$ cat config.mk
export PLATFORM = sky130hd
export DESIGN_NAME = cpot_cfg_regs
export DESIGN_NICKNAME = d
export VERILOG_FILES = /design/src/hw/rtl/cubic_prism_outline_tessellator_assert.svh /design/src/hw/rtl/cpot_pkg.sv /design/src/hw/rtl/cpot_cfg_regs.sv
export SDC_FILE = /design/constraint.sdc
export NUM_CORES = 1
export LEC_CHECK = 0
export ABC_AREA = 1
export CAP_MARGIN = 20
export CORE_MARGIN = 2
export CORE_UTILIZATION = 51
export DETAILED_ROUTE_END_ITERATION = 10
export DONT_BUFFER_PORTS = 1
export HOLD_SLACK_MARGIN = 0.06
export PLACE_DENSITY_LB_ADDON = 0.25
export RECOVER_POWER = 100
export SYNTH_ARGS = -nofsm -noshare
export SYNTH_HDL_FRONTEND = slang
export SYNTH_SLANG_ARGS = --single-unit
$ cat constraint.sdc
create_clock -name clk -period 1.29 [get_ports clk]
set_clock_uncertainty 0.1 [all_clocks]
set_input_delay 0.0645 -clock clk [delete_from_list [all_inputs] [get_ports clk]]
set_output_delay 0.0645 -clock clk [all_outputs]
set_load 0.01 [all_outputs]
$ cat src/hw/rtl/cubic_prism_outline_tessellator_assert.svh
// Assertion macros for the outline tessellator.
`ifndef CUBIC_PRISM_OUTLINE_TESSELLATOR_ASSERT_SVH
`define CUBIC_PRISM_OUTLINE_TESSELLATOR_ASSERT_SVH

`ifndef ASSERT_OFF
// same-cycle implication
`define CPOT_ASSERT_IMP(label, clk, rst_n, ante, cons, msg) \
  label: assert property (@(posedge clk) disable iff (!rst_n) (ante) |-> (cons)) \
    else $error(msg);
// next-cycle implication
`define CPOT_ASSERT_NXT(label, clk, rst_n, ante, cons, msg) \
  label: assert property (@(posedge clk) disable iff (!rst_n) (ante) |=> (cons)) \
    else $error(msg);
`else
`define CPOT_ASSERT_IMP(label, clk, rst_n, ante, cons, msg)
`define CPOT_ASSERT_NXT(label, clk, rst_n, ante, cons, msg)
`endif

`endif

$ cat src/hw/rtl/cpot_pkg.sv
package cpot_pkg;

  localparam int MAX_STEPS  = 63;
  localparam int STEP_W     = 6;
  localparam int INC_W      = 17;
  localparam int COEF_W     = 32;
  localparam int FRAC_W     = 16;
  localparam int CFG_DATA_W = 32;
  localparam int CFG_IDX_W  = 3;

  // register indexes
  localparam logic [CFG_IDX_W-1:0] REG_STEP_COUNT      = 3'd0;
  localparam logic [CFG_IDX_W-1:0] REG_PARAM_INCREMENT = 3'd1;
  localparam logic [CFG_IDX_W-1:0] REG_HEIGHT_LOW      = 3'd2;
  localparam logic [CFG_IDX_W-1:0] REG_HEIGHT_HIGH     = 3'd3;
  localparam logic [CFG_IDX_W-1:0] REG_CONIC_MODE      = 3'd4;

  // datapath widths
  localparam int R_W    = STEP_W + INC_W;      // r = k * increment
  localparam int RR_W   = 2 * R_W;             // r * r
  localparam int R2_W   = RR_W - FRAC_W;       // r^2
  localparam int R2R_W  = R2_W + R_W;          // r^2 * r
  localparam int R3_W   = R2R_W - FRAC_W;      // r^3
  localparam int HI_W   = R3_W - FRAC_W;       // integer part of r^3
  localparam int AH_W   = COEF_W + HI_W + 1;
  localparam int AL_W   = COEF_W + FRAC_W + 1;
  localparam int B_W    = COEF_W + R2_W + 1;
  localparam int TC_W   = COEF_W + R_W + 1;
  localparam int SUM_W  = 56;
  localparam int PROD_W = 2 * COEF_W;

  localparam logic signed [COEF_W-1:0] ONE_Q16  = 32'sd65536;
  localparam logic signed [COEF_W-1:0] ONE_LSB  = 32'sd1;
  localparam logic signed [PROD_W-1:0] SAT_MAX  = 64'sd2147483647;
  localparam logic signed [PROD_W-1:0] SAT_MIN  = -64'sd2147483648;
  localparam logic signed [COEF_W-1:0] POS_FULL = 32'sh7FFFFFFF;
  localparam logic signed [COEF_W-1:0] NEG_FULL = 32'sh80000000;

  typedef struct packed {
    logic signed [COEF_W-1:0] coef_ax;
    logic signed [COEF_W-1:0] coef_az;
    logic signed [COEF_W-1:0] coef_bx;
    logic signed [COEF_W-1:0] coef_bz;
    logic signed [COEF_W-1:0] coef_cx;
    logic signed [COEF_W-1:0] coef_cz;
    logic signed [COEF_W-1:0] coef_dx;
    logic signed [COEF_W-1:0] coef_dz;
    logic                     final_segment;
  } in_beat_t;

  typedef struct packed {
    logic signed [COEF_W-1:0] x_low;
    logic signed [COEF_W-1:0] z_low;
    logic signed [COEF_W-1:0] x_high;
    logic signed [COEF_W-1:0] z_high;
    logic                     closes_contour;
    logic                     last_point;
  } out_beat_t;

  typedef struct packed {
    logic [STEP_W-1:0]        step_count;
    logic [INC_W-1:0]         param_increment;
    logic signed [COEF_W-1:0] height_low;
    logic signed [COEF_W-1:0] height_high;
    logic                     conic_mode;
  } cfg_t;

  // controller -> datapath
  typedef struct packed {
    logic load;   // latch coefficients, restart r
    logic issue;  // launch one point
    logic last;   // launched point is the segment's last
    logic fin;    // segment closes the outline
  } cmd_t;

  // datapath -> controller
  typedef struct packed {
    logic adv;        // point pipeline advances this cycle
    logic coef_busy;  // coefficient registers still read by points in flight
  } status_t;

  function automatic logic signed [COEF_W-1:0] sat32(input logic signed [PROD_W-1:0] v);
    logic signed [COEF_W-1:0] res;
    if (v > SAT_MAX) begin
      res = POS_FULL;
    end else if (v < SAT_MIN) begin
      res = NEG_FULL;
    end else begin
      res = v[COEF_W-1:0];
    end
    return res;
  endfunction

endpackage

$ cat src/hw/rtl/cpot_cfg_regs.sv
module cpot_cfg_regs (
  input  logic                             clk,
  input  logic                             rst_n,
  input  logic                             cfg_we,
  input  logic [cpot_pkg::CFG_IDX_W-1:0]   cfg_index,
  input  logic [cpot_pkg::CFG_DATA_W-1:0]  cfg_wdata,
  output cpot_pkg::cfg_t                   cfg
);
  import cpot_pkg::*;

  cfg_t cfg_r;

  always_ff @(posedge clk) begin
    if (!rst_n) begin
      cfg_r.step_count      <= STEP_W'(16);
      cfg_r.param_increment <= INC_W'(4096);
      cfg_r.height_low      <= '0;
      cfg_r.height_high     <= ONE_Q16;
      cfg_r.conic_mode      <= 1'b0;
    end else if (cfg_we) begin
      unique case (cfg_index)
        REG_STEP_COUNT:      cfg_r.step_count      <= cfg_wdata[STEP_W-1:0];
        REG_PARAM_INCREMENT: cfg_r.param_increment <= cfg_wdata[INC_W-1:0];
        REG_HEIGHT_LOW:      cfg_r.height_low      <= $signed(cfg_wdata[COEF_W-1:0]);
        REG_HEIGHT_HIGH:     cfg_r.height_high     <= $signed(cfg_wdata[COEF_W-1:0]);
        REG_CONIC_MODE:      cfg_r.conic_mode      <= cfg_wdata[0];
        default: ;
      endcase
    end
  end

  assign cfg = cfg_r;

endmodule

# == Word level (Yosys, flattened, before mapping) ==
# Index checks and enable logic that the tools add are counted.
# word_totals
reg_bits,88
out_inout_bits,88
wordCells,15
# classes
eq_ne,4
n_reduce_logical,6
# ops
operator,count
2-bit AND reduction,5
"3-bit by 2-bit == test with 1-bit output, second input constant",2
"3-bit by 1-bit == test with 1-bit output, second input constant",1
"3-bit == test, second input constant",1
3-bit zero test,1

# == Longest topological paths before layout ==
# Gate-level depths: netlist of run 1.
# depth
depth_word,2
mapped_depth,7
ltp_nobuf,5

# == Worst setup path after synthesis of run 1 ==
# Ideal clock, no wire load.
# synth_path
path_type,input port to flip-flop
startpoint,in rst_n
endpoint,"reg cfg_r, in the netlist cfg[48]"
setup_ps,64
t_arrival_ps,788
required_ps,1126
setup_slack_ps,338
stages,5
n_path_buf,3
path_cell_list,buf_2 > buf_2 > buf_1 > nand2_1 > nor2_1
# synth_rtl
item,line,source
from (decl),cpot_cfg_regs.sv:3,"input logic rst_n,"
to (decl),cpot_cfg_regs.sv:11,cfg_t cfg_r;

==> out/metrics.csv, run 1 <==
metric,value,unit
most used flip-flop cell after synthesis,dfxtp_1,
post-route clock period utilization,0.9793,
Clock Power Share,0.333,
I/O Pins,126,
Fillers,659,
syn_area_per_cell,7.156,um2
FF-to-FF setup slack,0.04,ns
Clock Tree Buf Depth,2,
Routed WL,10400,um
critical path's top delay family,buffers and inverters,
initial antenna violation count,0,
cell accounting for the most synthesized area,dfxtp_1,
final setup fails,0,
status,"complete, but fails checks",
crit-path cells,dlygate4sd3_1 > inv_1 > nand3_1 > nand2_1 > dlygate4sd3_1 > nor2_1,
Rows,31,
worst hold slack,-0.2901,ns
Slew Limit Fails,0,
Buf/Inv on CP,3,
number of global-route vias before repair,3605,
Ant. Diodes,0,
"Distinct cells, synth",17,
final setup margin,0.02671,ns
hold depth,1,
clock sinks,88,
P_int,3.995,mW
Sw Pwr,1.396,mW
CP max stage delay,0.54,ns
synth top area cells,"dfxtp_1 (47%), nor2_1 (15%), nand3_1 (12%)",
nature of the critical path startpoint,primary input,
Mapped Area,3750,um2
Syn. warnings,0,
Vias per Instance,5.095,
RePlAce Congestion,0.8154,
Worst setup EP type,register,
P_leak,2.031,nW
clock-pin slew on the worst setup and hold paths,0.08,ns
GRT overflow,0,
syn_nets,562,
asr flop ratio synth,0,
clock latency on the worst-skew pair,0.35,ns
pwr dens,1160,nW/um2
Rel. slew slack,0.7062,
Register Area,1765,um2
H-tree depth,3,
failing checks,hold timing,
Core ar.,7176,um2
post-synthesis sequential area ratio,0.4698,
Antenna Violating Nets Remaining,0,
width of the die,89.75,um
P&R area growth vs syn,23.89,%
area of the multi-input gates,1602,um2
largest net degree at the start of global routing,57,
DP Cell Count,598,
R2R depth,3,
wire length per cell,15.18,um
fraction of layout cells with a size suffix above 1,0.1160,
Initial DRC Count,169,
DRC errors left,0,
worst vdd ir,628.9,uV
die height,89.75,um
vias post-DR,3490,
first-pass GRT wire length,17280,um
share of the synthesized area in the top cell type,0.4698,
crit path max-delay cell type,dlygate4sd3_1,
Slew @ Worst Pin,0.4396,ns
post-synthesis register bit count,88,
final hold vios,56,
Initial Utilization,0.5226,
Max Cap Viol,0,
final core utilization,0.6474,
Synth Instances,524,
All-Layer GR Usage,0.2652,
CTS root buffer,clkbuf_8,
flip-flop count of the largest register after layout,88,
top fanout value on the critical path,2,
hold endpoint,cfg[77]$_SDFFE_PN1P_,
Post-synth EDFFs,0,
dpl ws,0.3170,ns
Switching Share,0.2589,
Die ar.,8054,um2
fin crit period,1.263,ns
Crit Path Class,in2reg,
fin nets,621,
drt first pass iters,4,
origin of the worst min-delay path,rst_n,
reg2reg start,cfg[29]$_SDFFE_PN0P_,
CTS tree,done,
RR Endpoint,cfg[29]$_SDFFE_PN0P_,
Critical Path RT,1.44,ns
Final Instance Count excl. Fillers,685,
CP arrival,1.41,ns
DPL Wire Length,5926,um
cts bufs inserted,9,
hold crit path type,in2reg,
Peak Freq,0.7916,GHz
port buffer count,0,
Critical Path Most Common Cell,dlygate4sd3_1,
combinational share of power,0.124,
Reg power frac,0.543,
## how the worst max path moves through the flow
| stage | slack [ns] | cells after the start | start | end |
|---|---|---|---|---|
| 2_1_floorplan | 0.34 | 5 | rst_n | cfg[48]$_SDFFE_PN0P_ |
| 3_3_place_gp | 0.34 | 6 | cfg_we | cfg[21]$_SDFFE_PN0P_ |
| 3_5_place_dp | 0.32 | 6 | cfg_index[2] | cfg[28]$_SDFFE_PN0P_ |
| 4_1_cts | 0.008 | 6 | cfg_wdata[28] | cfg[29]$_SDFFE_PN0P_ |
| 5_1_grt | -0.0009 | 3 | cfg[29]$_SDFFE_PN0P_ | cfg[29]$_SDFFE_PN0P_ |
| 6_report | 0.03 | 6 | cfg_wdata[24] | cfg[25]$_SDFFE_PN0P_ |
## stage by stage
stage          instance area [um2]  power [mW]  hold slack [ns]    TNS (ns)
2_1_floorplan                 3750       3.381          0.07772           0
3_3_place_gp                  3745       3.434          0.06186           0
3_5_place_dp                  3745       3.443          0.06948           0
4_1_cts                       4831       5.437         -0.06472           0
5_1_grt                       4646       5.594          -0.2837  -0.0008696
6_report                      4646       5.391          -0.2901           0
## cells in the mapped netlist, types with 4 or more instances
cell type  instances
nor2_1           151
nand2_1           94
dfxtp_1           88
nand3_1           88
inv_1             34
nor2_2            20
buf_6             11
buf_1              8
buf_2              8
buf_4              6
nor2_4             5
inv_2              4
## cell usage in the layout (no fill, tap or decap), types with 3 or more instances in the layout
cell type      netlist  routed
inv_2                4       9
dfxtp_2              0       3
nor2_4               5       4
clkbuf_8             0       9
dlygate4sd3_1        0      65
nor2_2              20      21
dfxtp_1             88      85
nand2_1             94      94
nand3_1             88      88
buf_12               0       4
nor2_1             151     151
inv_1               34      28
buf_4                6       7
## power by group through the flow
stage | clock [mW] | combinational (mW) | sequential, mW
finish | 1.79 | 0.671 | 2.93
global route | 1.90 | 0.753 | 2.94
CTS | 1.82 | 0.691 | 2.93
detailed placement | 0 | 0.454 | 2.99
global placement | 0 | 0.446 | 2.99
floorplan | 0 | 0.415 | 2.97
## repair_timing
action | in CTS | in global routing
buffers inserted | 0 | 4
endpoints found under the setup margin | 0 | 36
endpoints found under the hold margin | 88 | 57
resized for setup | 0 | 31
hold buffers | 90 | 1
## cells by family after synthesis
family / Yosys count / synth area share
and+or+nand+nor: 363 / 0.4258
DFF: 88 / 0.4698
buffers and inverters: 71 / 0.1018
AOI/OAI and AO/OA: 2 / 0.002667
## cell type report
class | instances | share of cell area
flip-flops and latches | 88 | 0.3800
clock buffers | 10 | 0.02747
multi-input cells | 365 | 0.3447
well taps | 99 | 0.02666
repair buffers | 81 | 0.1802
inverters | 38 | 0.03070
clock inverters | 4 | 0.01023
## routing by layer
layer,part of all wire,global-route usage,up-vias
met3,0.083,0.08047,22
met4,0.020,0.1013,0
li1,-,-,1722
met5,0,0,-
met2,0.50,0.4684,136
met1,0.40,0.3013,1610
No activity file was read; power rests on OpenSTA's default activity.
==> run 2: changes to the inputs <==
--- a/config.mk
+++ b/config.mk
@@ -6,9 +6,9 @@
 export NUM_CORES = 1
 export LEC_CHECK = 0
 export ABC_AREA = 1
-export CAP_MARGIN = 20
 export CORE_MARGIN = 2
 export CORE_UTILIZATION = 51
+export CTS_CLUSTER_DIAMETER = 150
 export DETAILED_ROUTE_END_ITERATION = 10
 export DONT_BUFFER_PORTS = 1
 export HOLD_SLACK_MARGIN = 0.06
==> constraint.sdc (replaced) <==
create_clock -name clk -period 1.11 [get_ports clk]
set_clock_uncertainty 0.1 [all_clocks]
set_input_delay 0.0555 -clock clk [delete_from_list [all_inputs] [get_ports clk]]
set_output_delay 0.0555 -clock clk [all_outputs]
set_load 0.01 [all_outputs]
==> run 2 against run 1 <==
Against the previous run: the flow still finishes with violations (hold timing); worst setup slack worse by 0.022 ns; critical endpoint is now cfg[37]$_SDFFE_PN0P_; worst hold slack better by 0.036 ns; critical path depth up 2; non-clock buffer count up 19; utilization up 5.7 points; routed wire length up 11%.
==> out/metrics.csv, run 2 (same netlist as run 1, synthesis figures left out) <==
metric,value,unit,change
worst hold slack,-0.2537,ns,+0.03644 ns
final setup margin,0.005125,ns,-0.02159 ns
Max Cap Viol,0,,unchanged
RePlAce Congestion,0.7796,,-4.4%
Met1 Wirelength,4321,um,+5.0%
Clock Tree Buf Depth,2,,unchanged
final hold vios,54,,-3.6%
"most common cell after layout, fill and taps aside",nor2_1,,
pwr dens,1269,nW/um2,+9.4%
met2 routed WL,5922,um,+14%
initial antenna violation count,0,,unchanged
Vias per Instance,5.228,,+2.6%
CP arrival,1.27,ns,-0.14 ns
Antenna Violating Nets Remaining,0,,unchanged
DP Cell Count,596,,-0.33%
Die ar.,8054,um2,unchanged
Slew Limit Fails,0,,unchanged
cts bufs inserted,9,,unchanged
clock sinks,88,,unchanged
DPL Wire Length,5978,um,+0.88%
H-tree depth,3,,unchanged
Critical Path RT,1.27,ns,-0.17 ns
RSZ-0062 raised after global routing,yes,,
status,"complete, but fails checks",,
crit-path cells,inv_2 > nor2_4 > buf_12 > clkbuf_16 > nand3_1 > nand2_1 > dlygate4sd3_1 > nor2_1,,
port buffer count,0,,unchanged
Initial DRC Count,146,,-14%
most frequent cells in the layout,"nor2_1 (151), nand2_1 (94), dfxtp_1 (88)",,
fraction of layout cells with a size suffix above 1,0.1219,,+0.005870
nature of the critical path startpoint,primary input,,
hold crit path type,in2reg,,
width of the die,89.75,um,unchanged
top layer in use,met4,,
clock-pin slew on the worst setup and hold paths,0.09,ns,about the same
Slew @ Worst Pin,0.5379,ns,+0.09831 ns
flip-flop count of the largest register after layout,88,,unchanged
DRC errors left,0,,unchanged
P&R area growth vs syn,34.80,%,
Routed WL,11550,um,+11%
GRT overflow,0,,unchanged
Worst setup EP type,register,,
CTS root buffer,clkbuf_8,,
dpl ws,0.1278,ns,-0.1892 ns
top fanout value on the critical path,8,,+6
final core utilization,0.7044,,+0.05702
clock latency on the worst-skew pair,0.35,ns,about the same
Initial Utilization,0.5226,,unchanged
Rel. slew slack,0.6401,,-0.06617
met3 WL,1019,um,+18%
P_leak,2.299,nW,+13%
Peak Freq,0.9051,GHz,
CTS tree,done,,
vias post-DR,3691,,+5.8%
worst vdd ir,924.3,uV,+47%
fin nets,640,,+3.1%
failing checks,hold timing,,
Final Instance Count excl. Fillers,706,,+3.1%
Rows,31,,unchanged
first-pass GRT wire length,17210,um,-0.44%
largest net degree at the start of global routing,54,,-5.3%
FF-to-FF setup slack,0.30,ns,+0.26 ns
post-route clock period utilization,0.9954,,
number of global-route vias before repair,3592,,-0.36%
crit path max-delay cell type,dlygate4sd3_1,,
Core ar.,7176,um2,unchanged
All-Layer GR Usage,0.2621,,-0.003089
wire length per cell,16.36,um,+7.7%
die height,89.75,um,unchanged
CP max stage delay,0.58,ns,+0.04 ns
drt first pass iters,4,,unchanged
I/O Pins,126,,unchanged
Crit Path Class,in2reg,,
fin crit period,1.105,ns,
Ant. Diodes,0,,unchanged
total power,6.416,mW,+19%
final setup fails,0,,unchanged
[run 2: worst paths after layout]
kind,from,to,cells past startpoint
setup / recovery,cfg_we,cfg[37]$_SDFFE_PN0P_,8
hold / removal,rst_n,cfg[73]$_SDFFE_PN0P_,2
setup reg to reg,cfg[17]$_SDFFE_PN1P_,cfg[17]$_SDFFE_PN1P_,2
hold reg to reg,cfg[16]$_SDFFE_PN0P_,cfg[16]$_SDFFE_PN0P_,2
[run 2: report_power, final]
part	internal, mW	switching, mW	total [mW]	leakage [nW]
logic	0.479	0.453	0.932	1.49
registers	3.27	0.135	3.40	0.715
clock network	0.883	1.20	2.08	0.0891
total	4.63	1.79	6.42	2.30
[run 2: repair_timing]
action,CTS,global route
setup endpoints to repair,0,46
setup buffers,0,6
hold endpoints to repair,88,55
hold buffers,81,2
gates resized for setup,0,21
[run 2: per-layer routing]
layer	up-vias	GRT usage
met2	150	0.4722
met3	25	0.07879
li1	1761	-
met4	0	0.1154
met1	1755	0.2841
met5	-	0
[run 2: metrics by stage]
| stage | TNS (ns) | hold slack, ns | cell area (um2) |
|---|---|---|---|
| detailed placement | 0 | 0.06017 | 3755 |
| global placement | 0 | 0.05388 | 3755 |
| finish | 0 | -0.2537 | 5055 |
| global route | -0.09118 | -0.2224 | 5055 |
| floorplan | 0 | 0.06872 | 3750 |
| CTS | 0 | -0.1264 | 4756 |
[run 2: final cells by class]
cell class / count / area [um2]
Inverter: 38 / 142.6
Clock buffer: 10 / 137.6
Tap cell: 99 / 123.9
Clock inverter: 6 / 42.54
Sequential cell: 88 / 1762
Multi-Input combinational cell: 365 / 1627
Fill cell: 591 / 2121
Timing Repair Buffer: 100 / 1220
[run 2: worst max-delay path, delay by kind of cell]
family / cells / cell delay, ns
simple gates: 4 / 0.28
buf+inv: 4 / 0.92
==> run 3: changes to the inputs <==
==> constraint.sdc (replaced) <==
create_clock -name clk -period 0.9 [get_ports clk]
set_clock_uncertainty 0.1 [all_clocks]
set_input_delay 0.045 -clock clk [delete_from_list [all_inputs] [get_ports clk]]
set_output_delay 0.045 -clock clk [all_outputs]
set_load 0.01 [all_outputs]
==> run 3 against run 2 <==
Against the previous run: the run ends with hold timing, setup timing left; first-iteration DRC count is 13% higher; flip-flop and latch count stayed put; utilization is 6.9 points lower; worst hold slack worse by 0.053 ns; via count is 11% lower; critical path type is now reg2out.
==> out/metrics.csv, run 3 (same netlist as run 1, synthesis figures left out) <==
metric,value,unit,change
Initial Utilization,0.5226,,unchanged
final setup fails,30,,+30
Max Cap Viol,0,,unchanged
drt first pass iters,4,,unchanged
CTS root buffer,clkbuf_8,,
H-tree depth,3,,unchanged
DRC errors left,0,,unchanged
wire length per cell,14.12,um,-14%
GRT overflow,0,,unchanged
critical path's top delay family,flip-flops,,
Initial DRC Count,165,,+13%
Switching Share,0.2688,,-0.009824
initial antenna violation count,0,,unchanged
Antenna Violating Nets Remaining,0,,unchanged
Vias per Instance,5.040,,-3.6%
Register Area,1891,um2,+7.3%
status,"complete, but fails checks",,
clock-pin slew on the worst setup and hold paths,0.10,ns,about the same
All-Layer GR Usage,0.2318,,-0.03036
fin nets,588,,-8.1%
die height,89.75,um,unchanged
crit path max-delay cell type,dfxtp_2,,
flip-flop count of the largest register after layout,88,,unchanged
Reg power frac,0.534,,+0.004
Buf/Inv on CP,1,,-3
CP arrival,0.81,ns,-0.46 ns
hold depth,2,,unchanged
fin crit period,0.9530,ns,
Rel. slew slack,0.8506,,+0.2105
pwr dens,1714,nW/um2,+35%
"most common cell after layout, fill and taps aside",nor2_1,,
fraction of layout cells with a size suffix above 1,0.3261,,+0.2042
Ant. Diodes,0,,unchanged
CTS tree,done,,
worst vdd ir,1034,uV,+12%
port buffer count,0,,unchanged
Clock Tree Buf Depth,2,,unchanged
Core ar.,7176,um2,unchanged
Sw Pwr,2.099,mW,+17%
DPL Wire Length,6188,um,+3.5%
worst hold slack,-0.3066,ns,-0.05296 ns
Die ar.,8054,um2,unchanged
Critical Path RT,0.75,ns,-0.52 ns
Fillers,658,,+11%
FF-to-FF setup slack,0.09,ns,-0.21 ns
final hold vios,87,,+61%
P&R area growth vs syn,21.55,%,
total power,7.811,mW,+22%
crit-path cells,buf_6,,
hold crit path type,in2reg,,
combinational share of power,0.105,,-0.040
R2R depth,3,,+1
top fanout value on the critical path,2,,-6
most frequent cells in the layout,"nor2_1 (151), nand2_1 (94), nand3_1 (88)",,
P_int,5.712,mW,+23%
cts bufs inserted,9,,unchanged
P_leak,2.026,nW,-12%
clock latency on the worst-skew pair,0.35,ns,about the same
Crit Path Class,reg2out,,
area of the multi-input gates,1607,um2,-1.2%
failing checks,"hold timing, setup timing",,
largest net degree at the start of global routing,89,,+65%
Routed WL,9237,um,-20%
post-route clock period utilization,1.059,,
Peak Freq,1.049,GHz,
RePlAce Congestion,0.7848,,+0.67%
Stages on worst setup path,1,,-7
I/O Pins,126,,unchanged
Worst setup EP type,output pin,,
RSZ-0062 raised after global routing,yes,,
Clock Power Share,0.360,,+0.035
final setup margin,-0.05305,ns,-0.05817 ns
Slew @ Worst Pin,0.2239,ns,-0.3140 ns
Rows,31,,unchanged
width of the die,89.75,um,unchanged
CP max stage delay,0.34,ns,-0.24 ns
Slew Limit Fails,0,,unchanged
first-pass GRT wire length,15240,um,-11%
cts hold-fix bufs,2,,-98%
vias post-DR,3296,,-11%
setup tns final,-1.227,ns,-1.227 ns
nature of the critical path startpoint,register,,
number of global-route vias before repair,3132,,-13%
clock sinks,88,,unchanged
==> run 3: changes by cell type in the layout (fill, tap and decap cells not counted), sizes merged <==
cell and change:
buf +32, clkinvlp -1, bufinv +1, dlygate4sd3 -62, clkbuf -7, dlymetal6s4s -16
clkinv +1
==> run 3: what timing repair did <==
item                       CTS  global route
setup buffers                3             0
pin swaps                    0             0
setup endpoints to repair   70            54
gates resized for setup    100            24
hold endpoints to repair    88            88
==> run 3: path summary, 6_finish.rpt <==
path	end	start
worst max-delay path	cfg[49]	cfg[49]$_SDFFE_PN0P_
worst min-delay path	cfg[14]$_SDFFE_PN0P_	rst_n
worst max register to register	cfg[37]$_SDFFE_PN0P_	cfg[37]$_SDFFE_PN0P_
worst min register to register	cfg[66]$_SDFFE_PN0P_	cfg[66]$_SDFFE_PN0P_
==> run 3: per-layer routing <==
| layer | routed length, um | vias up | global-route usage |
|---|---|---|---|
| met5 | 0 | - | 0 |
| met4 | 161 | 0 | 0.07692 |
| met3 | 773 | 17 | 0.07628 |
| met2 | 4575 | 116 | 0.4059 |
| met1 | 3727 | 1505 | 0.2672 |
| li1 | - | 1658 | - |
==> run 3: cell type report <==
cell class / count / area share
multi-input cells: 365 / 0.3525
repair buffers: 48 / 0.1296
well taps: 99 / 0.02718
clock inverters: 7 / 0.01757
inverters: 38 / 0.03129
clock buffers: 9 / 0.02718
flip-flops and latches: 88 / 0.4148
==> run 3: stage by stage <==
stage	setup WS, ns	hold WS, ns	utilization	instances	cell area, um2
6_report	-0.05305	-0.3066	0.6352	654	4558
5_1_grt	-0.08933	-0.3208	0.6352	654	4558
4_1_cts	-0.07244	-0.3210	0.6295	654	4517
3_5_place_dp	-0.02468	0.05059	0.5672	633	4070
3_3_place_gp	0.01451	0.04166	0.5672	633	4070
2_1_floorplan	0.03592	0.05822	-	524	3751
==> run 3: power groups by stage <==
stage,clock network (mW),logic [mW],registers [mW]
after floorplan,0,0.596,4.25
after global routing,3.06,0.914,4.19
final,2.81,0.823,4.17
after CTS,2.86,0.827,4.19
after global placement,0,0.770,4.25
after detailed placement,0,0.782,4.25
