<file path="src/hw/rtl/cubic_prism_outline_tessellator_assert.svh">
// Assertion macros for the outline tessellator.
`ifndef CUBIC_PRISM_OUTLINE_TESSELLATOR_ASSERT_SVH
`define CUBIC_PRISM_OUTLINE_TESSELLATOR_ASSERT_SVH

`ifndef ASSERT_OFF
// same-cycle implication
`define CPOT_ASSERT_IMP(label, clk, rst_n, ante, cons, msg) \
  label: assert property (@(posedge clk) disable iff (!rst_n) (ante) |-> (cons)) \
    else $error(msg);
// next-cycle implication
`define CPOT_ASSERT_NXT(label, clk, rst_n, ante, cons, msg) \
  label: assert property (@(posedge clk) disable iff (!rst_n) (ante) |=> (cons)) \
    else $error(msg);
`else
`define CPOT_ASSERT_IMP(label, clk, rst_n, ante, cons, msg)
`define CPOT_ASSERT_NXT(label, clk, rst_n, ante, cons, msg)
`endif

`endif

</file>
<file path="src/hw/rtl/cpot_pkg.sv">
package cpot_pkg;

  localparam int MAX_STEPS  = 63;
  localparam int STEP_W     = 6;
  localparam int INC_W      = 17;
  localparam int COEF_W     = 32;
  localparam int FRAC_W     = 16;
  localparam int CFG_DATA_W = 32;
  localparam int CFG_IDX_W  = 3;

  // register indexes
  localparam logic [CFG_IDX_W-1:0] REG_STEP_COUNT      = 3'd0;
  localparam logic [CFG_IDX_W-1:0] REG_PARAM_INCREMENT = 3'd1;
  localparam logic [CFG_IDX_W-1:0] REG_HEIGHT_LOW      = 3'd2;
  localparam logic [CFG_IDX_W-1:0] REG_HEIGHT_HIGH     = 3'd3;
  localparam logic [CFG_IDX_W-1:0] REG_CONIC_MODE      = 3'd4;

  // datapath widths
  localparam int R_W    = STEP_W + INC_W;      // r = k * increment
  localparam int RR_W   = 2 * R_W;             // r * r
  localparam int R2_W   = RR_W - FRAC_W;       // r^2
  localparam int R2R_W  = R2_W + R_W;          // r^2 * r
  localparam int R3_W   = R2R_W - FRAC_W;      // r^3
  localparam int HI_W   = R3_W - FRAC_W;       // integer part of r^3
  localparam int AH_W   = COEF_W + HI_W + 1;
  localparam int AL_W   = COEF_W + FRAC_W + 1;
  localparam int B_W    = COEF_W + R2_W + 1;
  localparam int TC_W   = COEF_W + R_W + 1;
  localparam int SUM_W  = 56;
  localparam int PROD_W = 2 * COEF_W;

  localparam logic signed [COEF_W-1:0] ONE_Q16  = 32'sd65536;
  localparam logic signed [COEF_W-1:0] ONE_LSB  = 32'sd1;
  localparam logic signed [PROD_W-1:0] SAT_MAX  = 64'sd2147483647;
  localparam logic signed [PROD_W-1:0] SAT_MIN  = -64'sd2147483648;
  localparam logic signed [COEF_W-1:0] POS_FULL = 32'sh7FFFFFFF;
  localparam logic signed [COEF_W-1:0] NEG_FULL = 32'sh80000000;

  typedef struct packed {
    logic signed [COEF_W-1:0] coef_ax;
    logic signed [COEF_W-1:0] coef_az;
    logic signed [COEF_W-1:0] coef_bx;
    logic signed [COEF_W-1:0] coef_bz;
    logic signed [COEF_W-1:0] coef_cx;
    logic signed [COEF_W-1:0] coef_cz;
    logic signed [COEF_W-1:0] coef_dx;
    logic signed [COEF_W-1:0] coef_dz;
    logic                     final_segment;
  } in_beat_t;

  typedef struct packed {
    logic signed [COEF_W-1:0] x_low;
    logic signed [COEF_W-1:0] z_low;
    logic signed [COEF_W-1:0] x_high;
    logic signed [COEF_W-1:0] z_high;
    logic                     closes_contour;
    logic                     last_point;
  } out_beat_t;

  typedef struct packed {
    logic [STEP_W-1:0]        step_count;
    logic [INC_W-1:0]         param_increment;
    logic signed [COEF_W-1:0] height_low;
    logic signed [COEF_W-1:0] height_high;
    logic                     conic_mode;
  } cfg_t;

  // controller -> datapath
  typedef struct packed {
    logic load;   // latch coefficients, restart r
    logic issue;  // launch one point
    logic last;   // launched point is the segment's last
    logic fin;    // segment closes the outline
  } cmd_t;

  // datapath -> controller
  typedef struct packed {
    logic adv;        // point pipeline advances this cycle
    logic coef_busy;  // coefficient registers still read by points in flight
  } status_t;

  function automatic logic signed [COEF_W-1:0] sat32(input logic signed [PROD_W-1:0] v);
    logic signed [COEF_W-1:0] res;
    if (v > SAT_MAX) begin
      res = POS_FULL;
    end else if (v < SAT_MIN) begin
      res = NEG_FULL;
    end else begin
      res = v[COEF_W-1:0];
    end
    return res;
  endfunction

endpackage

</file>
<file path="src/hw/rtl/cpot_ctrl.sv">
`include "cubic_prism_outline_tessellator_assert.svh"

module cpot_ctrl (
  input  logic                clk,
  input  logic                rst_n,
  input  cpot_pkg::cfg_t      cfg,
  input  logic                in_valid,
  input  logic                in_final,
  output logic                in_ready,
  input  cpot_pkg::status_t   st,
  output cpot_pkg::cmd_t      cmd
);
  import cpot_pkg::*;

  localparam logic ST_IDLE = 1'b0;
  localparam logic ST_RUN  = 1'b1;

  logic              state_r, state_nxt;
  logic [STEP_W-1:0] k_r, k_nxt;
  logic [STEP_W-1:0] last_k_r, last_k_nxt;
  logic              fin_r, fin_nxt;
  logic [STEP_W-1:0] steps;
  logic              accept;

  // zero steps counts as one, clamp to the maximum
  always_comb begin
    if (cfg.step_count == '0) begin
      steps = STEP_W'(1);
    end else if (cfg.step_count > STEP_W'(MAX_STEPS)) begin
      steps = STEP_W'(MAX_STEPS);
    end else begin
      steps = cfg.step_count;
    end
  end

  assign in_ready  = (state_r == ST_IDLE) && !st.coef_busy;
  assign accept    = in_valid && in_ready;

  assign cmd.load  = accept;
  assign cmd.issue = (state_r == ST_RUN) && st.adv;
  assign cmd.last  = (k_r == last_k_r);
  assign cmd.fin   = fin_r;

  always_comb begin
    state_nxt  = state_r;
    k_nxt      = k_r;
    last_k_nxt = last_k_r;
    fin_nxt    = fin_r;
    unique case (state_r)
      ST_IDLE: begin
        if (accept) begin
          state_nxt  = ST_RUN;
          k_nxt      = '0;
          // final segment drops its closing point
          last_k_nxt = in_final ? steps - STEP_W'(1) : steps;
          fin_nxt    = in_final;
        end
      end
      ST_RUN: begin
        if (cmd.issue) begin
          if (cmd.last) begin
            state_nxt = ST_IDLE;
          end else begin
            k_nxt = k_r + STEP_W'(1);
          end
        end
      end
      default: state_nxt = ST_IDLE;
    endcase
  end

  always_ff @(posedge clk) begin
    if (!rst_n) begin
      state_r  <= ST_IDLE;
      k_r      <= '0;
      last_k_r <= '0;
      fin_r    <= 1'b0;
    end else begin
      state_r  <= state_nxt;
      k_r      <= k_nxt;
      last_k_r <= last_k_nxt;
      fin_r    <= fin_nxt;
    end
  end

  `CPOT_ASSERT_NXT(a_last_issue_idles, clk, rst_n, cmd.issue && cmd.last,
                   state_r == ST_IDLE, "controller kept running after last point")
  `CPOT_ASSERT_IMP(a_k_in_range, clk, rst_n, state_r == ST_RUN,
                   k_r <= last_k_r, "point index ran past segment end")

endmodule

</file>
<file path="config.mk">
export PLATFORM = sky130hd
export DESIGN_NAME = cpot_ctrl
export DESIGN_NICKNAME = d
export VERILOG_FILES = /design/src/hw/rtl/cpot_pkg.sv /design/src/hw/rtl/cpot_ctrl.sv
export VERILOG_INCLUDE_DIRS = /design/src /design/src/hw/rtl
export SDC_FILE = /design/constraint.sdc
export NUM_CORES = 1
export LEC_CHECK = 0
export ABC_AREA = 1
export BUFFER_PORTS_ARGS = -buffer_cell sky130_fd_sc_hd__buf_2
export CAP_MARGIN = 25
export CORE_AREA = 2 2 54 56
export CTS_CLUSTER_SIZE = 28
export DETAILED_ROUTE_END_ITERATION = 6
export DIE_AREA = 0 0 56 58
export PLACE_DENSITY = 0.85
export SETUP_SLACK_MARGIN = 0.2
export SLEW_MARGIN = 10
export SYNTH_ARGS = -nofsm -noshare
export SYNTH_HDL_FRONTEND = slang
export SYNTH_SLANG_ARGS = --single-unit
export TNS_END_PERCENT = 20
</file>
<file path="constraint.sdc">
create_clock -name clk -period 1.92 [get_ports clk]
set_input_delay 0.096 -clock clk [delete_from_list [all_inputs] [get_ports clk]]
set_output_delay 0.096 -clock clk [all_outputs]
set_load 0.005 [all_outputs]
</file>
**Word-level counts from Yosys, hierarchy flattened**

Index checks and enable logic that the tools add are counted.

- Bits in registers: 14
- Input bits: 94
- Output and inout port bits: 5
- Word-level logic and storage cells: 30

- $add $sub $neg: 2
- Magnitude comparators: 1
- Equality and inequality tests: 4
- Multiplexer cells: 11
- Bitwise gates (word level): 1
- Reductions and logical operators: 7

Operators with widths:

| cell | count |
|---|---|
| 6-bit 2-to-1 mux | 6 |
| 6-bit one-hot mux with 2 select lines | 1 |
| 6-bit by 1-bit adder with 6-bit output (second input constant) | 1 |
| 6-bit == test | 1 |
| 6-bit > comparator (second input constant) | 1 |
| 6-bit logical NOT | 1 |
| 2-bit != test (second input constant) | 3 |
| 6-bit by 1-bit subtractor with 6-bit output (second input constant) | 1 |
| 1-bit logical AND | 3 |
| 1-bit 2-to-1 mux | 3 |
| 3-bit AND reduction | 1 |
| 1-bit one-hot mux with 2 select lines | 1 |
| 2-bit AND reduction | 1 |
| 1-bit logical NOT | 1 |
| 1-bit inverter | 1 |

**Logic depth before layout (Yosys ltp)**

Gate-level depths: netlist of run 1.

- Word-level depth: 5
- Mapped depth: 10
- Gate-level depth less buffers: 10

**Least setup slack after synthesis of run 1**

Ideal clock, no wire load.

- Path type: input port to flip-flop
- From: in cfg[84] (netlist bit)
- To: reg last_k_r[1]
- Library setup time: 119 ps
- Arrival: 1,108 ps
- Required time: 1,801 ps
- Path slack: 693 ps
- Stages: 8
- Path buffers: 0
- Path through: nor2_1 > nand2_1 > o21ai_1 > inv_1 > ha_1 > nor2_1 > a211oi_1 > nor2_1

- Cells in the longest elaborated chain, start to end: 5
- Elaborated cells between the ends (all ways): 6
- Classes of those cells: 1 x add/sub; 1 x order compare; 3 x mux; 1 x reduce/logical

Ends and longest elaborated chain:

| item | RTL line | source |
|---|---|---|
| from (decl) | cpot_ctrl.sv:6 | `input cpot_pkg::cfg_t cfg,` |
| 6-bit > comparator | cpot_ctrl.sv:29 | `end else if (cfg.step_count > STEP_W'(MAX_STEPS)) begin` |
| 6-bit 2-to-1 mux | cpot_ctrl.sv:29 |  |
| 6-bit 2-to-1 mux (*) | cpot_ctrl.sv:27 | `if (cfg.step_count == '0) begin` |
| 6-bit by 1-bit subtractor with 6-bit output | cpot_ctrl.sv:55 | `last_k_nxt = in_final ? steps - STEP_W'(1) : steps;` |
| 6-bit 2-to-1 mux (*) | cpot_ctrl.sv:55 |  |
| to (signal assigned) | cpot_ctrl.sv:81 | `last_k_r <= last_k_nxt;` |
| to (decl) | cpot_ctrl.sv:20 | `logic [STEP_W-1:0] last_k_r, last_k_nxt;` |

Mark *: on every way between the ends. The rest lies on a longest branch, timed or not.
A chain may end at the register's enable or synchronous reset.

==> results of run 1 <==
-- critical path: stages, from the launching register on --
cell and delay, ps:
dfxtp_1 430, nor2_2 230, nand2_2 160, inv_2 170, buf_2 140
-- cells in the mapped netlist, types with 2 or more instances --
| library cell | instances | area (sq um) |
|---|---|---|
| a21oi_1 | 9 | 45.0 |
| inv_2 | 2 | 7.51 |
| nand4_1 | 5 | 31.3 |
| nand2_1 | 30 | 113 |
| dfxtp_1 | 14 | 280 |
| nor2_2 | 3 | 18.8 |
| o21ai_1 | 4 | 20.0 |
| o21ai_0 | 3 | 15.0 |
| nand3_1 | 7 | 35.0 |
| xor2_1 | 5 | 43.8 |
| inv_1 | 18 | 67.6 |
| nor2_1 | 15 | 56.3 |
| nand2_4 | 2 | 22.5 |
| buf_4 | 3 | 22.5 |
| clkinv_1 | 3 | 11.3 |
| nand2_2 | 2 | 12.5 |
| ha_1 | 2 | 25.0 |
-- path summary, 6_finish.rpt --
kind,from,endpoint,slack [ps],cells after the start
setup / recovery,state_r$_SDFF_PN0_,cmd[3],410,4
hold / removal,cfg[83],last_k_r[1]$_SDFFE_PN0P_,70,3
setup reg to reg,k_r[0]$_SDFFE_PN0P_,k_r[4]$_SDFFE_PN0P_,560,6
hold reg to reg,fin_r$_SDFFE_PN0P_,fin_r$_SDFFE_PN0P_,470,2
-- per-layer routing --
layer	track usage, %	part of all wire (%)
met5	0	0
met3	4.24	7.3
met2	18.3	42
met1	16.8	50
met4	3.06	0.81
-- kinds of logic after synthesis --
logic type	Yosys count	synth area share, %
buffers and inverters	26	12.0
and+or+nand+nor	68	37.2
xor gates and xnor gates	5	4.84
DFF	14	31.0
AOI/OAI and AO/OA	20	12.2
adders and majority gates	2	2.77
-- cells in the final DEF (no fill, tap or decap), types with 3 or more instances in the layout --
cell type  Yosys  routed
a21oi_1        9       9
buf_2          0      16
clkbuf_4       0       3
clkinv_1       3       3
dfxtp_1       14      14
inv_1         18      18
nand2_1       30      30
nand3_1        7       7
nand4_1        5       5
nor2_1        15      15
nor2_2         3       3
o21ai_0        3       3
o21ai_1        4       4
xor2_1         5       5
-- flip-flops by register name, summed over array words and instances (netlist names) --
signal	flops
fin_r	1
k_r	6
last_k_r	6
state_r	1
-- layout make-up --
class	instances	area share (%)
multi-input cells	95	49.7
clock buffers	4	3.50
flip-flops and latches	14	27.0
inverters	23	8.32
repair buffers	16	7.72
well taps	31	3.74
-- per-stage QoR --
stage / area [sq um] / power, mW / setup slack [ps]
finish: 1040 / 0.655 / 405
global route: 1040 / 0.691 / 278
global placement: 1000 / 0.442 / 471
detailed placement: 1000 / 0.444 / 444
CTS: 1040 / 0.662 / 399
floorplan: 905 / 0.409 / 693
-- where the power goes --
| part | leakage (nW) | switching, mW | internal (mW) |
|---|---|---|---|
| Sequential | 0.114 | 0.0123 | 0.302 |
| Clock | 0.0210 | 0.101 | 0.116 |
| Combinational | 0.341 | 0.0770 | 0.0469 |
| Total | 0.476 | 0.190 | 0.465 |
==> results.ini, run 1 <==
[routing]
initialDrtViolationCount = 41
ant_nets = 0
wl_um = 1850
vias = 852
wire_per_inst_um = 10.1
drc = 0
viasPerCell = 4.66
drt_pre_antenna_iters = 4

[logic_synthesis]
seq_area_frac_synth_pct = 31.0
yosysWarnings = 0
yosysUniqueCellTypes = 25
synth-edff-count = 0
yosys_most_used_dff = dfxtp_1
async_flop_share_pct = 0
synth_nets = 231
synth-seq-cells = 14
syn-cell-area_sq_um = 905
syn_inst = 135
synth_area_per_cell_sq_um = 6.70

[critical_path]
path_max_fanout = 10
start_kind = flip-flop
cp.required_ps = 1820
crit_arrival_ps = 1420
cp-end-kind = output port
crit_type = reg -> out

[timing]
rsz0062_at_grt = false
relSlewSlack_pct = 75.1
timing.final.max_slew_violations = 0
fin_setup_tns_ps = 0
worst_pin_slew_ps = 372
fin_crit_ps = 1510
post-route-period-util_pct = 78.9
whs_ps = 74.6
finalHoldViolCount = 0
fmaxAchievable_mhz = 660
setup_viol = 0
clock_skew_ps = 7.11

[power_and_ir_drop]
irDropWorstVdd_mv = 0.419
power_density_mw_per_mm2 = 631
power.leakage_nw = 0.476

[die]
die_h_um = 58
ios = 99
initial_core_util_pct = 34.0
die_x_um = 56
placementRows = 19
core_sq_mm = 0.00266
die_area_sq_mm = 0.00325

[cts]
holdBufCountCts = 0
post_cts_resized = 0
cts_root_buffer = clkbuf_4
clk_pin_slew_ps = 90
clk_latency_ps = 290
post-cts-setup-buffer-count = 0
cts_buffer_depth = 2
htree_num_levels = 1
clkSinkCount = 14
cts_tree = built
numCtsBuffers = 3

[grt]
grt_usage_pct = 12.2
grt_pass1_wl_um = 3110
grt_pass1_vias = 700
grt-ovfl-total = 0
antenna_found_initial = 0
grt_start_max_net_pins = 11

[outcome]
status = complete, no violations

[finish]
drive_gt1_share_pct = 21.1
final_util_pct = 39.0
nets = 249
ff_latch_area_sq_um = 280
antenna_cells = 0
fill_cells = 296
fin_cells = 183
multiInputGateArea_sq_um = 515
area_delta_synth_final_pct = 14.7

[min_path]
hp-class = in -> reg

[job]
maxCapViolCount = 0

[place]
place_inst = 179
numPortBuffers = 16
dp_hpwl_um = 1400
gp_congestion = 0.787

No activity file was read; power rests on OpenSTA's default activity.
==> run 2: changes to the inputs <==
--- a/config.mk
+++ b/config.mk
@@ -9,11 +9,11 @@
 export ABC_AREA = 1
 export BUFFER_PORTS_ARGS = -buffer_cell sky130_fd_sc_hd__buf_2
 export CAP_MARGIN = 25
-export CORE_AREA = 2 2 54 56
+export CORE_AREA = 2 2 55 57
 export CTS_CLUSTER_SIZE = 28
 export DETAILED_ROUTE_END_ITERATION = 6
-export DIE_AREA = 0 0 56 58
-export PLACE_DENSITY = 0.85
+export DIE_AREA = 0 0 57 59
+export PLACE_DENSITY = 0.82
 export SETUP_SLACK_MARGIN = 0.2
 export SLEW_MARGIN = 10
 export SYNTH_ARGS = -nofsm -noshare
==> constraint.sdc (replaced) <==
create_clock -name clk -period 1.4 [get_ports clk]
set_input_delay 0.07 -clock clk [delete_from_list [all_inputs] [get_ports clk]]
set_output_delay 0.07 -clock clk [all_outputs]
set_load 0.005 [all_outputs]
==> run 2 against run 1 <==
Compared with the run above:
- total power increased by 45%
- routed wire length grew 16%
- clock power rose by 42%
- first-iteration DRC count fell by 68%
- combinational power increased by 77%
- sequential cell count stayed put
- die area rose by 3.5%
- non-clock buffer count up 8
- global-route usage rose by 1.9 points
- register-to-register slack worse by 520 ps
- core utilization increased by 3.9 points
- clock skew fell by 4.2 ps
- critical path type is now reg -> reg
- critical endpoint is now k_r[5]$_SDFFE_PN0P_
- largest cell class unchanged
- largest power group unchanged
==> results.ini, run 2 (same netlist as run 1, synthesis figures left out) <==
[outcome]
status = complete, no violations

[critical_path]
cpMostUsedCell = nor2_2
crit_arrival_ps = 1580
cp.required_ps = 1620
path_max_fanout = 6
start_kind = flip-flop
crit_slowest_cell = dfxtp_4
cp-end-kind = flip-flop
max_stage_delay_ps = 380
crit_type = reg -> reg
crit_path_cell_trace = nor2_2 -> nor2_1 -> nor2_2 -> buf_4 -> nand4_4 -> nand2_4 -> nand2_2 -> a21oi_2

[finish]
fin_area_sq_mm = 0.00116
ff_latch_area_sq_um = 298
layout_common_cells = nand2_1 (25), inv_1 (18), buf_2 (16)
reg_top3 = k_r x6, last_k_r x6
multiInputGateArea_sq_um = 563
drive_gt1_share_pct = 37.5
area_delta_synth_final_pct = 28.5
nets = 257
antenna_cells = 0
fill_cells = 308
final_util_pct = 42.9
final_common_cell = nand2_1

[timing]
post-route-period-util_pct = 97.2
relSlewSlack_pct = 76.6
worst_pin_slew_ps = 348
fmaxAchievable_mhz = 735
fin_crit_ps = 1360
finalHoldViolCount = 0
setup_viol = 0
fin_ws_ps = 39.8
rsz0062_at_grt = true
clock_skew_ps = 2.91
timing.final.max_slew_violations = 0

[place]
gp_congestion = 0.802
post-place-ws_ps = 79.1
dp_hpwl_um = 1470
place_area_sq_mm = 0.00103
numPortBuffers = 16

[die]
initial_core_util_pct = 33.4
die_area_sq_mm = 0.00336
die_h_um = 59
placementRows = 19
ios = 99
core_sq_mm = 0.00271
die_x_um = 57

[grt]
grt_pass1_vias = 829
grt_pass1_wl_um = 3630
antenna_found_initial = 0
grt_start_max_net_pins = 11
grt-ovfl-total = 0
grt_usage_pct = 14.1

[routing]
vias = 944
drt_pre_antenna_iters = 4
drc = 0
viasPerCell = 4.94
wire_per_inst_um = 11.2
wl_um = 2140
initialDrtViolationCount = 13
ant_nets = 0

[power_and_ir_drop]
power_density_mw_per_mm2 = 817
combPwrFrac_pct = 23.2
finalPower_mw = 0.950
power.leakage_nw = 0.527
switching_share_pct = 30.5
p_sw_mw = 0.290
p_seq_share_pct = 44.5
pwr-share-clk_pct = 32.3
power.internal_mw = 0.660
irDropWorstVdd_mv = 0.539

[cts]
clk_latency_ps = 290
numCtsBuffers = 3
clkSinkCount = 14
cts_buffer_depth = 2
htree_num_levels = 1
cts_root_buffer = clkbuf_4
cts_tree = built
clk_pin_slew_ps = 90

[job]
maxCapViolCount = 0

[min_path]
hp-class = in -> reg

[run 2: cell types whose count changed in the layout (fill, tap and decap cells not counted), moves of 2 or more]
cell,change
buf_4,+8
nand2_2,+5
dfxtp_4,+3
a21oi_2,+3
dfxtp_2,+5
nor2_1,-3
a21oi_1,-3
nand2_1,-5
dfxtp_1,-8
nor2_2,+2
[run 2: final timing paths]
path                                           from                        to  slack (ps)  cells past startpoint
worst max-delay path            k_r[1]$_SDFFE_PN0P_       k_r[5]$_SDFFE_PN0P_          40                      8
worst min-delay path                        cfg[87]  last_k_r[5]$_SDFFE_PN0P_          40                      3
worst max register to register  k_r[1]$_SDFFE_PN0P_       k_r[5]$_SDFFE_PN0P_          40                      8
worst min register to register   fin_r$_SDFFE_PN0P_        fin_r$_SDFFE_PN0P_         490                      2
[run 2: power by group through the flow]
| stage | clock, mW | sequential (mW) | combinational [mW] |
|---|---|---|---|
| 2_1_floorplan | 0 | 0.432 | 0.129 |
| 3_3_place_gp | 0 | 0.435 | 0.181 |
| 3_5_place_dp | 0 | 0.435 | 0.186 |
| 4_1_cts | 0.313 | 0.423 | 0.214 |
| 5_1_grt | 0.342 | 0.425 | 0.243 |
| 6_report | 0.306 | 0.423 | 0.220 |
[run 2: stage by stage]
| stage | instances | hold WS (ps) | TNS (ps) |
|---|---|---|---|
| after global routing | 191 | 50.6 | -134 |
| after detailed placement | 182 | 341 | 0 |
| after global placement | 182 | 329 | 0 |
| final | 191 | 43.6 | 0 |
| after CTS | 191 | 33.8 | 0 |
| after floorplan | 135 | 166 | 0 |
[run 2: worst max-delay path: cells and delay by family, from the launching register on]
family                 cells  cell delay, ps
buffers and inverters      1             160
AO/OA/AOI/OAI              1             130
flip-flops                 1             380
AND/OR/NAND/NOR            6             640
[run 2: per-layer routing]
| metal | wire, um | GRT usage [%] | share of wire, % |
|---|---|---|---|
| met5 | 0 | 0 | 0 |
| met4 | 21 | 3.99 | 0.98 |
| met3 | 123 | 4.80 | 5.7 |
| met2 | 1010 | 23.0 | 47 |
| met1 | 981 | 17.8 | 46 |
[run 2: repair_timing]
item / CTS / global route
hold buffers: 0 / 0
cloned: 0 / 0
setup endpoints to repair: 10 / 13
buffers inserted: 5 / 0
resized for setup: 13 / 11
pin swaps: 5 / 5
[run 2: layout make-up]
cell class / instances / share of cell area [%]
Multi-Input combinational cell: 95 / 48.4
Inverter: 23 / 7.43
Sequential cell: 14 / 25.6
Timing Repair Buffer: 24 / 12.1
Clock buffer: 4 / 3.12
Tap cell: 31 / 3.34
==> run 3: changes to the inputs <==
--- a/config.mk
+++ b/config.mk
@@ -7,13 +7,15 @@
 export NUM_CORES = 1
 export LEC_CHECK = 0
 export ABC_AREA = 1
-export BUFFER_PORTS_ARGS = -buffer_cell sky130_fd_sc_hd__buf_2
+export BUFFER_PORTS_ARGS = -buffer_cell sky130_fd_sc_hd__buf_4
 export CAP_MARGIN = 25
-export CORE_AREA = 2 2 55 57
+export CELL_PAD_IN_SITES_DETAIL_PLACEMENT = 1
+export CELL_PAD_IN_SITES_GLOBAL_PLACEMENT = 2
+export CORE_AREA = 2 2 84 86
 export CTS_CLUSTER_SIZE = 28
 export DETAILED_ROUTE_END_ITERATION = 6
-export DIE_AREA = 0 0 57 59
-export PLACE_DENSITY = 0.82
+export DIE_AREA = 0 0 86 88
+export PLACE_DENSITY = 0.79
 export SETUP_SLACK_MARGIN = 0.2
 export SLEW_MARGIN = 10
 export SYNTH_ARGS = -nofsm -noshare
==> run 3 against run 2 <==
Compared with the run above:
- worst setup slack lost 2.4 ps
- total power grew 12%
- sequential share of layout area shrank 2.3 points
- fmax shrank 0.17%
- global-route usage shrank 6.9 points
- routed wire length grew 16%
- highest routed layer unchanged
==> results.ini, run 3 (same netlist as run 1, synthesis figures left out) <==
[critical_path]
start_kind = flip-flop
path_max_fanout = 4
crit_type = reg -> reg
cp-end-kind = flip-flop
crit_arrival_ps = 1490
cp.required_ps = 1530

[cts]
holdBufCountCts = 0
clkSinkCount = 14
htree_num_levels = 1
clk_pin_slew_ps = 60
cts_root_buffer = clkbuf_8
cts_buffer_depth = 2
cts_tree = built
clk_latency_ps = 250
numCtsBuffers = 3

[finish]
reg_top3 = k_r x6, last_k_r x6
drive_gt1_share_pct = 35.6
fin_cells = 240
nets = 257
antenna_cells = 0
fin_area_sq_mm = 0.00128
layout_common_cells = nand2_1 (28), buf_4 (24), inv_1 (18)
final_common_cell = nand2_1
area_delta_synth_final_pct = 42.0

[die]
core_sq_mm = 0.00664
ios = 99
die_h_um = 88
die_area_sq_mm = 0.00757
initial_core_util_pct = 13.6
placementRows = 30
die_x_um = 86

[power_and_ir_drop]
combPwrFrac_pct = 22.5
p_seq_share_pct = 39.6
irDropWorstVdd_mv = 0.233
power.leakage_nw = 0.545
p_sw_mw = 0.302
pwr-share-clk_pct = 38.0
switching_share_pct = 28.2
power.internal_mw = 0.766
power_density_mw_per_mm2 = 831

[routing]
drt_pre_antenna_iters = 4
wire_per_inst_um = 10.3
vias = 938
viasPerCell = 3.91
initialDrtViolationCount = 26
wl_um = 2480
drc = 0
ant_nets = 0

[grt]
grt_pass1_vias = 888
grt-ovfl-total = 0
grt_usage_pct = 7.15
grt_pass1_wl_um = 4120
antenna_found_initial = 0
grt_start_max_net_pins = 11

[place]
gp_congestion = 0.731
place_inst = 232
dp_hpwl_um = 1930
numPortBuffers = 16
place_area_sq_mm = 0.00113

[timing]
fin_crit_ps = 1360
post-route-period-util_pct = 97.3
clock_skew_ps = 5.46
timing.final.max_slew_violations = 0
setup_viol = 0
fmaxAchievable_mhz = 734
finalHoldViolCount = 0
relSlewSlack_pct = 77.1
rsz0062_at_grt = true
worst_pin_slew_ps = 341

[min_path]
hp-class = in -> reg

[outcome]
status = complete, no violations

[job]
maxCapViolCount = 0

## run 3: cell counts in the layout (fill, tap and decap cells not counted)
No cell type changed its count.
## run 3: final timing paths
kind | startpoint | end | slack [ps] | cells past startpoint
max | k_r[1]$_SDFFE_PN0P_ | k_r[5]$_SDFFE_PN0P_ | 40 | 8
min | cfg[87] | last_k_r[5]$_SDFFE_PN0P_ | 80 | 3
max reg2reg | k_r[1]$_SDFFE_PN0P_ | k_r[5]$_SDFFE_PN0P_ | 40 | 8
min reg2reg | fin_r$_SDFFE_PN0P_ | fin_r$_SDFFE_PN0P_ | 480 | 2
## run 3: cell type report
cell class                      count  area [sq um]
Clock buffer                        4          55.1
Tap cell                           80           100
Sequential cell                    14           299
Inverter                           23          86.3
Timing Repair Buffer               24           180
Multi-Input combinational cell     95           564
Fill cell                         788          5360
## run 3: power by group through the flow
stage	registers (mW)	logic (mW)	clock network, mW
2_1_floorplan	0.432	0.129	0
3_3_place_gp	0.436	0.206	0
3_5_place_dp	0.436	0.211	0
4_1_cts	0.424	0.235	0.414
5_1_grt	0.425	0.270	0.428
6_report	0.423	0.240	0.405
## run 3: per-layer routing
| metal | up-vias | part of all wire [%] | global-route usage [%] |
|---|---|---|---|
| met5 | - | 0 | 0 |
| met4 | 0 | 1.3 | 2.60 |
| met3 | 3 | 4.6 | 2.54 |
| met2 | 20 | 51 | 12.2 |
| met1 | 438 | 43 | 8.28 |
| li1 | 477 | - | - |
## run 3: timing repair
action	CTS	global route
endpoints found under the setup margin	9	15
setup buffers	2	2
pin swaps	5	4
hold endpoints to repair	0	0
gates cloned	0	0
gates resized for setup	10	14
## run 3: metrics by stage
stage / setup TNS [ps] / utilization, % / total power, mW / setup WS [ps] / hold slack [ps]
after floorplan: 0 / - / 0.561 / 239 / 166
after global routing: -218 / 19.3 / 1.12 / -45.1 / 116
after global placement: 0 / 17.1 / 0.641 / 26.5 / 327
after detailed placement: -19.9 / 17.1 / 0.647 / -19.9 / 332
final: 0 / 19.3 / 1.07 / 37.4 / 82.6
after CTS: 0 / 18.5 / 1.07 / 50.5 / 71.4
## run 3: critical path, stage by stage (launching register included)
cell and delay, ps:
dfxtp_4 370, nor2_4 100, nor2_1 60, nor2_2 180
buf_4 150, nand4_4 100, buf_4 160, nand3_1 50
a21oi_1 60
